===== config.mk =====
export PLATFORM = sky130hd
export DESIGN_NAME = infix_to_postfix_converter_top
export DESIGN_NICKNAME = d
export VERILOG_FILES = /design/src/rtl/core/itp_pkg.sv /design/src/rtl/core/itp_stack_ram.sv /design/src/rtl/core/itp_out_buf.sv /design/src/rtl/core/itp_ctrl.sv /design/src/rtl/core/infix_to_postfix_converter_top.sv
export SDC_FILE = /design/constraint.sdc
export NUM_CORES = 1
export LEC_CHECK = 0
export BUFFER_PORTS_ARGS = -buffer_cell sky130_fd_sc_hd__buf_2
export CAP_MARGIN = 10
export CORE_ASPECT_RATIO = 0.9
export CORE_UTILIZATION = 40
export CTS_CLUSTER_DIAMETER = 40
export CTS_CLUSTER_SIZE = 8
export DETAILED_ROUTE_END_ITERATION = 16
export GPL_ROUTABILITY_DRIVEN = 0
export PLACE_DENSITY = 0.68
export SLEW_MARGIN = 25
export SYNTH_ARGS = -nofsm -noshare
export SYNTH_HDL_FRONTEND = slang
export SYNTH_HIERARCHICAL = 1
export SYNTH_SLANG_ARGS = --single-unit

===== constraint.sdc =====
create_clock -name clk -period 2.79 [get_ports clk]
set_clock_uncertainty 0.2 [all_clocks]
set_input_delay 0.558 -clock clk [delete_from_list [all_inputs] [get_ports clk]]
set_output_delay 0.558 -clock clk [all_outputs]
set_load 0.05 [all_outputs]

===== src/rtl/core/itp_pkg.sv =====
// shared types, codes and character helpers for the infix to postfix converter
package itp_pkg;

  localparam logic [7:0] CHAR_LOW_A  = 8'd97;
  localparam logic [7:0] CHAR_LOW_Z  = 8'd122;
  localparam logic [7:0] CHAR_OPEN   = 8'h28;
  localparam logic [7:0] CHAR_CLOSE  = 8'h29;
  localparam logic [7:0] CHAR_PLUS   = 8'h2b;
  localparam logic [7:0] CHAR_MINUS  = 8'h2d;
  localparam logic [7:0] CHAR_STAR   = 8'h2a;
  localparam logic [7:0] CHAR_SLASH  = 8'h2f;

  typedef logic [2:0] op_code_t;
  localparam op_code_t CODE_NONE = 3'd0;
  localparam op_code_t CODE_OPEN = 3'd1;
  localparam op_code_t CODE_ADD  = 3'd2;
  localparam op_code_t CODE_SUB  = 3'd3;
  localparam op_code_t CODE_MUL  = 3'd4;
  localparam op_code_t CODE_DIV  = 3'd5;

  typedef logic [2:0] err_code_t;
  localparam err_code_t ERR_NONE     = 3'd0;
  localparam err_code_t ERR_OVERFLOW = 3'd1;
  localparam err_code_t ERR_CLOSE    = 3'd2;
  localparam err_code_t ERR_ILLEGAL  = 3'd3;
  localparam err_code_t ERR_OPEN     = 3'd4;

  typedef enum logic [2:0] {
    CLS_LETTER,
    CLS_OPEN,
    CLS_CLOSE,
    CLS_OPER,
    CLS_BAD
  } sym_class_t;

  // result request from the sequencer to the output buffer
  typedef struct packed {
    logic      push;
    logic      close;
    logic [7:0] sym;
    err_code_t err;
  } emit_req_t;

  // output buffer status back to the sequencer
  typedef struct packed {
    logic hold_valid;
    logic blocked;
  } ob_status_t;

  function automatic sym_class_t classify(input logic [7:0] c);
    sym_class_t cls;
    cls = CLS_BAD;
    if (c >= CHAR_LOW_A && c <= CHAR_LOW_Z) cls = CLS_LETTER;
    else if (c == CHAR_OPEN) cls = CLS_OPEN;
    else if (c == CHAR_CLOSE) cls = CLS_CLOSE;
    else if (c == CHAR_PLUS || c == CHAR_MINUS || c == CHAR_STAR || c == CHAR_SLASH)
      cls = CLS_OPER;
    return cls;
  endfunction

  function automatic op_code_t oper_code(input logic [7:0] c);
    op_code_t code;
    code = CODE_NONE;
    if (c == CHAR_PLUS) code = CODE_ADD;
    else if (c == CHAR_MINUS) code = CODE_SUB;
    else if (c == CHAR_STAR) code = CODE_MUL;
    else if (c == CHAR_SLASH) code = CODE_DIV;
    return code;
  endfunction

  function automatic logic [7:0] code_char(input op_code_t code);
    logic [7:0] ch;
    unique case (code)
      CODE_OPEN: ch = CHAR_OPEN;
      CODE_ADD:  ch = CHAR_PLUS;
      CODE_SUB:  ch = CHAR_MINUS;
      CODE_MUL:  ch = CHAR_STAR;
      CODE_DIV:  ch = CHAR_SLASH;
      default:   ch = 8'd0;
    endcase
    return ch;
  endfunction

  // 1 for * and /, the higher of the two precedence levels
  function automatic logic high_rank(input op_code_t code);
    return (code >= CODE_MUL);
  endfunction

endpackage


===== src/rtl/core/itp_stack_ram.sv =====
// operator stack storage: one write port, one registered read port
module itp_stack_ram import itp_pkg::*; #(
  parameter int DEPTH = 16,
  parameter int AW    = 4
) (
  input  logic          clk,
  input  logic          wr_en,
  input  logic [AW-1:0] wr_addr,
  input  op_code_t      wr_data,
  input  logic          rd_en,
  input  logic [AW-1:0] rd_addr,
  output op_code_t      rd_data
);

  op_code_t mem [DEPTH];
  op_code_t rd_data_r;

  always_ff @(posedge clk) begin
    if (wr_en) begin
      mem[wr_addr] <= wr_data;
    end
  end

  always_ff @(posedge clk) begin
    if (rd_en) begin
      rd_data_r <= mem[rd_addr];
    end
  end

  assign rd_data = rd_data_r;

endmodule


===== src/rtl/core/itp_out_buf.sv =====
// result hold slot and output register; marks the final result of each item
module itp_out_buf import itp_pkg::*; (
  input  logic       clk,
  input  logic       rst_n,
  input  emit_req_t  req,
  output ob_status_t status,
  output logic       out_valid,
  input  logic       out_ready,
  output logic [7:0] out_symbol,
  output err_code_t  out_error_code,
  output logic       out_last_of_run
);

  logic       out_valid_r;
  logic [7:0] out_sym_r;
  err_code_t  out_err_r;
  logic       out_last_r;
  logic       hold_valid_r;
  logic [7:0] hold_sym_r;
  err_code_t  hold_err_r;
  logic       out_free;

  assign out_free = !out_valid_r || out_ready;
  assign status.hold_valid = hold_valid_r;
  assign status.blocked    = hold_valid_r && !out_free;

  always_ff @(posedge clk) begin
    if (!rst_n) begin
      out_valid_r  <= 1'b0;
      hold_valid_r <= 1'b0;
    end else begin
      if (out_valid_r && out_ready) begin
        out_valid_r <= 1'b0;
      end
      if (req.push) begin
        // a newer result exists, so the held one is not the last
        if (hold_valid_r) begin
          out_valid_r <= 1'b1;
          out_sym_r   <= hold_sym_r;
          out_err_r   <= hold_err_r;
          out_last_r  <= 1'b0;
        end
        hold_valid_r <= 1'b1;
        hold_sym_r   <= req.sym;
        hold_err_r   <= req.err;
      end else if (req.close && hold_valid_r) begin
        out_valid_r  <= 1'b1;
        out_sym_r    <= hold_sym_r;
        out_err_r    <= hold_err_r;
        out_last_r   <= 1'b1;
        hold_valid_r <= 1'b0;
      end
    end
  end

  assign out_valid       = out_valid_r;
  assign out_symbol      = out_sym_r;
  assign out_error_code  = out_err_r;
  assign out_last_of_run = out_last_r;

endmodule


===== src/rtl/core/itp_ctrl.sv =====
// sequencer: classifies a symbol and walks the operator stack one entry per step
module itp_ctrl import itp_pkg::*; #(
  parameter int STACK_DEPTH = 16,
  parameter int AW  = 4,
  parameter int SPW = 5
) (
  input  logic          clk,
  input  logic          rst_n,
  input  logic          in_valid,
  output logic          in_ready,
  input  logic [7:0]    in_symbol,
  input  logic          in_end_of_expression,
  input  ob_status_t    status,
  output emit_req_t     req,
  output logic          wr_en,
  output logic [AW-1:0] wr_addr,
  output op_code_t      wr_data,
  output logic          rd_en,
  output logic [AW-1:0] rd_addr,
  input  op_code_t      rd_data
);

  typedef enum logic [2:0] {
    ST_IDLE,
    ST_CLOSE_RD,
    ST_CLOSE_EV,
    ST_OP_RD,
    ST_OP_EV,
    ST_FL_RD,
    ST_FL_EV,
    ST_FINISH
  } state_t;

  state_t     state_r, state_nxt;
  logic [SPW-1:0] sp_r, sp_nxt;
  logic       end_r, end_nxt;
  op_code_t   code_r, code_nxt;
  logic       full;
  logic       empty;
  logic [SPW-1:0] sp_dec;
  state_t     after_item;
  sym_class_t cls;

  assign full   = (sp_r >= SPW'(STACK_DEPTH));
  assign empty  = (sp_r == '0);
  assign sp_dec = sp_r - SPW'(1);
  assign cls    = classify(in_symbol);
  assign in_ready = (state_r == ST_IDLE);
  assign after_item = end_r ? ST_FL_RD : ST_FINISH;

  always_comb begin
    state_nxt = state_r;
    sp_nxt    = sp_r;
    end_nxt   = end_r;
    code_nxt  = code_r;
    req       = '0;
    wr_en     = 1'b0;
    wr_addr   = sp_r[AW-1:0];
    wr_data   = code_r;
    rd_en     = 1'b0;
    rd_addr   = sp_dec[AW-1:0];
    unique case (state_r)
      ST_IDLE: begin
        if (in_valid) begin
          end_nxt   = in_end_of_expression;
          code_nxt  = oper_code(in_symbol);
          state_nxt = in_end_of_expression ? ST_FL_RD : ST_FINISH;
          unique case (cls)
            CLS_LETTER: begin
              req.push = 1'b1;
              req.sym  = in_symbol;
              req.err  = ERR_NONE;
            end
            CLS_OPEN: begin
              if (full) begin
                req.push = 1'b1;
                req.err  = ERR_OVERFLOW;
              end else begin
                wr_en   = 1'b1;
                wr_data = CODE_OPEN;
                sp_nxt  = sp_r + SPW'(1);
              end
            end
            CLS_CLOSE: state_nxt = ST_CLOSE_RD;
            CLS_OPER:  state_nxt = ST_OP_RD;
            default: begin
              req.push = 1'b1;
              req.err  = ERR_ILLEGAL;
            end
          endcase
        end
      end
      ST_CLOSE_RD: begin
        if (!status.blocked) begin
          if (empty) begin
            req.push  = 1'b1;
            req.err   = ERR_CLOSE;
            state_nxt = after_item;
          end else begin
            rd_en     = 1'b1;
            state_nxt = ST_CLOSE_EV;
          end
        end
      end
      ST_CLOSE_EV: begin
        if (!status.blocked) begin
          sp_nxt = sp_dec;
          if (rd_data == CODE_OPEN) begin
            state_nxt = after_item;
          end else begin
            req.push  = 1'b1;
            req.sym   = code_char(rd_data);
            state_nxt = ST_CLOSE_RD;
          end
        end
      end
      ST_OP_RD: begin
        if (!status.blocked) begin
          if (empty) begin
            wr_en     = 1'b1;
            sp_nxt    = sp_r + SPW'(1);
            state_nxt = after_item;
          end else begin
            rd_en     = 1'b1;
            state_nxt = ST_OP_EV;
          end
        end
      end
      ST_OP_EV: begin
        if (!status.blocked) begin
          if (rd_data == CODE_OPEN || (high_rank(code_r) && !high_rank(rd_data))) begin
            state_nxt = after_item;
            if (full) begin
              req.push = 1'b1;
              req.err  = ERR_OVERFLOW;
            end else begin
              wr_en  = 1'b1;
              sp_nxt = sp_r + SPW'(1);
            end
          end else begin
            sp_nxt    = sp_dec;
            req.push  = 1'b1;
            req.sym   = code_char(rd_data);
            state_nxt = ST_OP_RD;
          end
        end
      end
      ST_FL_RD: begin
        if (!status.blocked) begin
          if (empty) begin
            state_nxt = ST_FINISH;
          end else begin
            rd_en     = 1'b1;
            state_nxt = ST_FL_EV;
          end
        end
      end
      ST_FL_EV: begin
        if (!status.blocked) begin
          sp_nxt   = sp_dec;
          req.push = 1'b1;
          if (rd_data == CODE_OPEN) begin
            req.err = ERR_OPEN;
          end else begin
            req.sym = code_char(rd_data);
          end
          state_nxt = ST_FL_RD;
        end
      end
      ST_FINISH: begin
        if (!status.blocked) begin
          req.close = 1'b1;
          state_nxt = ST_IDLE;
        end
      end
      default: state_nxt = ST_IDLE;
    endcase
  end

  always_ff @(posedge clk) begin
    if (!rst_n) begin
      state_r <= ST_IDLE;
      sp_r    <= '0;
    end else begin
      state_r <= state_nxt;
      sp_r    <= sp_nxt;
    end
    end_r  <= end_nxt;
    code_r <= code_nxt;
  end

endmodule


===== src/rtl/core/infix_to_postfix_converter_top.sv =====
// top level of the infix to postfix converter: sequencer, stack memory, output buffer
//
//  channel | direction | signals                                        | handshake
//  --------+-----------+------------------------------------------------+----------
//  in      | input     | in_symbol[7:0], in_end_of_expression           | valid/ready
//  out     | output    | out_symbol[7:0], out_error_code[2:0], out_last_of_run | valid/ready
//
// steps: a letter, illegal symbol or '(' is accepted, then handed off; each stack entry that
//   ')', an operator or the flush examines is a memory read, then an action on the data; a
//   walk that reaches the empty stack ends with one more check, the end flag adds the flush empty check
// reset: synchronous active low, clears sequencer state, stack pointer and output valids
// stalls: a result waits in a one-entry hold slot until the next one or the item end sets
//   last_of_run; the sequencer pauses while that slot is full and the output is not taken
module infix_to_postfix_converter_top import itp_pkg::*; #(
  parameter int STACK_DEPTH = 16
) (
  input  logic       clk,
  input  logic       rst_n,
  input  logic       in_valid,
  output logic       in_ready,
  input  logic [7:0] in_symbol,
  input  logic       in_end_of_expression,
  output logic       out_valid,
  input  logic       out_ready,
  output logic [7:0] out_symbol,
  output logic [2:0] out_error_code,
  output logic       out_last_of_run
);

  // stack pointer runs 0..STACK_DEPTH, the memory address 0..STACK_DEPTH-1
  localparam int AW  = (STACK_DEPTH > 1) ? $clog2(STACK_DEPTH) : 1;
  localparam int SPW = $clog2(STACK_DEPTH + 1);

  emit_req_t     req;
  ob_status_t    status;
  logic          mem_wr_en;
  logic [AW-1:0] mem_wr_addr;
  op_code_t      mem_wr_data;
  logic          mem_rd_en;
  logic [AW-1:0] mem_rd_addr;
  op_code_t      mem_rd_data;

  // a push is written into the memory before any read of that entry is issued, so the
  // memory needs no forwarding path
  itp_ctrl #(
    .STACK_DEPTH (STACK_DEPTH),
    .AW          (AW),
    .SPW         (SPW)
  ) u_ctrl (
    .clk                  (clk),
    .rst_n                (rst_n),
    .in_valid             (in_valid),
    .in_ready             (in_ready),
    .in_symbol            (in_symbol),
    .in_end_of_expression (in_end_of_expression),
    .status               (status),
    .req                  (req),
    .wr_en                (mem_wr_en),
    .wr_addr              (mem_wr_addr),
    .wr_data              (mem_wr_data),
    .rd_en                (mem_rd_en),
    .rd_addr              (mem_rd_addr),
    .rd_data              (mem_rd_data)
  );

  // operator stack, one code per entry
  itp_stack_ram #(
    .DEPTH (STACK_DEPTH),
    .AW    (AW)
  ) u_stack (
    .clk     (clk),
    .wr_en   (mem_wr_en),
    .wr_addr (mem_wr_addr),
    .wr_data (mem_wr_data),
    .rd_en   (mem_rd_en),
    .rd_addr (mem_rd_addr),
    .rd_data (mem_rd_data)
  );

  // hold slot plus output register, one transaction per result
  itp_out_buf u_out (
    .clk             (clk),
    .rst_n           (rst_n),
    .req             (req),
    .status          (status),
    .out_valid       (out_valid),
    .out_ready       (out_ready),
    .out_symbol      (out_symbol),
    .out_error_code  (out_error_code),
    .out_last_of_run (out_last_of_run)
  );

`ifndef SYNTHESIS
  // a new item never starts while a result of the previous one is still held
  a_idle_hold_empty: assert property (@(posedge clk) disable iff (!rst_n)
    in_ready |-> !status.hold_valid)
    else $error("item accepted with a result still held");

  // the sequencer never reads and writes the stack in the same cycle
  a_mem_one_access: assert property (@(posedge clk) disable iff (!rst_n)
    !(mem_wr_en && mem_rd_en))
    else $error("stack read and write in one cycle");

  // the sequencer issues no result while the buffer is blocked
  a_no_push_blocked: assert property (@(posedge clk) disable iff (!rst_n)
    status.blocked |-> !(req.push || req.close))
    else $error("result issued while the output buffer is blocked");

  // error results carry no symbol
  a_err_sym_zero: assert property (@(posedge clk) disable iff (!rst_n)
    (out_valid && out_error_code != ERR_NONE) |-> (out_symbol == 8'd0))
    else $error("error result with a nonzero symbol");
`endif

endmodule


==> impl_metrics.tcl <==
set metrics [dict create \
    die_x_um 112 \
    worst_pin_slew_ps 596 \
    postLayoutCoreUtil_pct 48.8 \
    timing.slew.headroom_pct 60.2 \
    seqCellArea_mm2 0.00254 \
    timing.critical_path.required_ps 2630 \
    avgRoutedWirePerCell_um 16.7 \
    finish.net_count 406 \
    fin_setup_tns_ps 0 \
    h-tree-depth 3 \
    finalWorstSetupSlack_ps 72.9 \
    core_area_mm2 0.0104 \
    clock_latency_ps 330 \
    postSynthCellCount 345 \
    net_count_after_synthesis 363 \
    dieArea_mm2 0.0113 \
    fillers 901 \
    drt_iter0_drc 324 \
    ctsLongestPathBuffers 2 \
    worst_ep_arrival_time_ps 2560 \
    critical_path.startpoint_type "register" \
    grt_first_pass_wirelength_um 14200 \
    dp_slack_ps -93.5 \
    initial_core_util_pct 41.7 \
    power_density_mw_per_mm2 1060 \
    routed_wl_um 8690 \
    synth_area_mm2 0.00435 \
    clk_pin_slew_ps 60 \
    hold_viol_final 0 \
    outcome "finished, violations left" \
    io_buffer_count 26 \
    syn_area_per_cell_um2 12.6 \
    via_count_of_the_first_global_routing_pass 2759 \
    total_power_mw 5.39 \
    remaining_drc_errors 4 \
    clock-root-buffer "clkbuf_16" \
    global_route.usage.total_pct 16.4 \
    drive_above_1_share_pct 22.2 \
    syn2layout_area_growth_pct 17.0 \
    multi_input_area_mm2 0.00167 \
    place.detailed.hpwl_um 6200 \
    timing.final.max_slew_violations 0 \
    failed_checks "DRC" \
    globalRouteOverflowTotal 0 \
    rows 35 \
    hold_path_class "reg2reg" \
    antenna_found_initial 0 \
    max_cap_viol_count 0 \
    postCtsSetupBuffers 0 \
    endpoint_kind "register" \
    power.leakage_nw 1.84 \
    viasPerCell 5.58 \
    critPathMaxFanout 13 \
    tritoncts "built" \
    number_of_buffers_added_by_the_clock_tree_synthesis_step 9 \
    clkSinkCount 88 \
    boundaryPins 27 \
    setup_violations 0 \
    grt_setup_unrepaired "no" \
    grt_max_degree 27 \
    firstDrtPassIters 14 \
    cts-resized-gates 0 \
    clock.fmax_ghz 0.368 \
    synth_warnings 6 \
    route.vias.total 2908 \
    layout.cells.most_common "edfxtp_1" \
    route.antenna.remaining_nets 0 \
    peakVddDrop_uv 448 \
    fin_crit_sh_pct 97.4 \
    diodes 0 \
    worstSetupPathType "reg2reg" \
    finalWorstPathRequiredPeriod_ps 2720 \
    dieHeight_um 101 \
    count_of_hold_buffers_inserted_by_post_cts_repair 0 \
    layout.cells.most_common_list "edfxtp_1, buf_4, buf_2, nor2_1, nand2_1" \
]
==> routing by layer <==
layer / GRT usage (%) / wire length, um / part of all wire [%]
met1: 23.2 / 4120 / 47
met2: 25.5 / 4040 / 46
met3: 4.09 / 488 / 5.6
met4: 3.64 / 51 / 0.59
met5: 0 / 0 / 0
==> cell type report <==
cell class,instances,area share (%)
inverters,11,0.812
multi-input cells,224,32.8
flip-flops and latches,88,50.0
clock inverters,6,1.85
repair buffers,54,6.94
clock buffers,9,4.43
well taps,129,3.18
==> worst max-delay path, cell delays in order (launching register included) <==
cell	delay [ps]
dfxtp_1	310
inv_1	100
ha_1	180
or4b_4	520
or3_1	370
a21oi_1	160
a221oi_1	70
nand2_1	150
o211a_1	220
buf_12	150
==> state kept, by name, indices dropped and copies added, names as in the netlist <==
register and flops:
u_ctrl/code_r 3, u_ctrl/end_r 1, u_ctrl/sp_r 5, u_ctrl/state_r 3
u_out/hold_err_r 3, u_out/hold_sym_r 8, u_out/hold_valid_r 1, u_out/out_error_code 3
u_out/out_last_of_run 1, u_out/out_symbol 8, u_out/out_valid 1, u_stack/mem 48
u_stack/rd_data 3
==> through the flow <==
step,instances,hold slack (ps),cell area (um2)
floorplan,345,200,4350
global placement,506,205,4740
detailed placement,506,205,4740
CTS,521,207,5060
global route,521,210,5080
finish,521,217,5080
==> worst paths after layout <==
check / to / cells after the start / start / slack (ps)
min reg2reg: u_out/out_error_code[2]$_DFFE_PP_ / 0 / u_out/hold_err_r[2]$_DFFE_PP_ / 220
max: u_out/out_symbol[7]$_DFFE_PP_ / 9 / u_ctrl/sp_r[1]$_SDFFE_PN0P_ / 70
max reg2reg: u_out/out_symbol[7]$_DFFE_PP_ / 9 / u_ctrl/sp_r[1]$_SDFFE_PN0P_ / 70
min: u_out/out_error_code[2]$_DFFE_PP_ / 0 / u_out/hold_err_r[2]$_DFFE_PP_ / 220
==> power breakdown <==
part           internal [mW]  switching, mW  total, mW
combinational          0.850           1.42       2.27
sequential              1.77         0.0876       1.85
clock                  0.785          0.477       1.26
(Power assumes the default switching activity.)
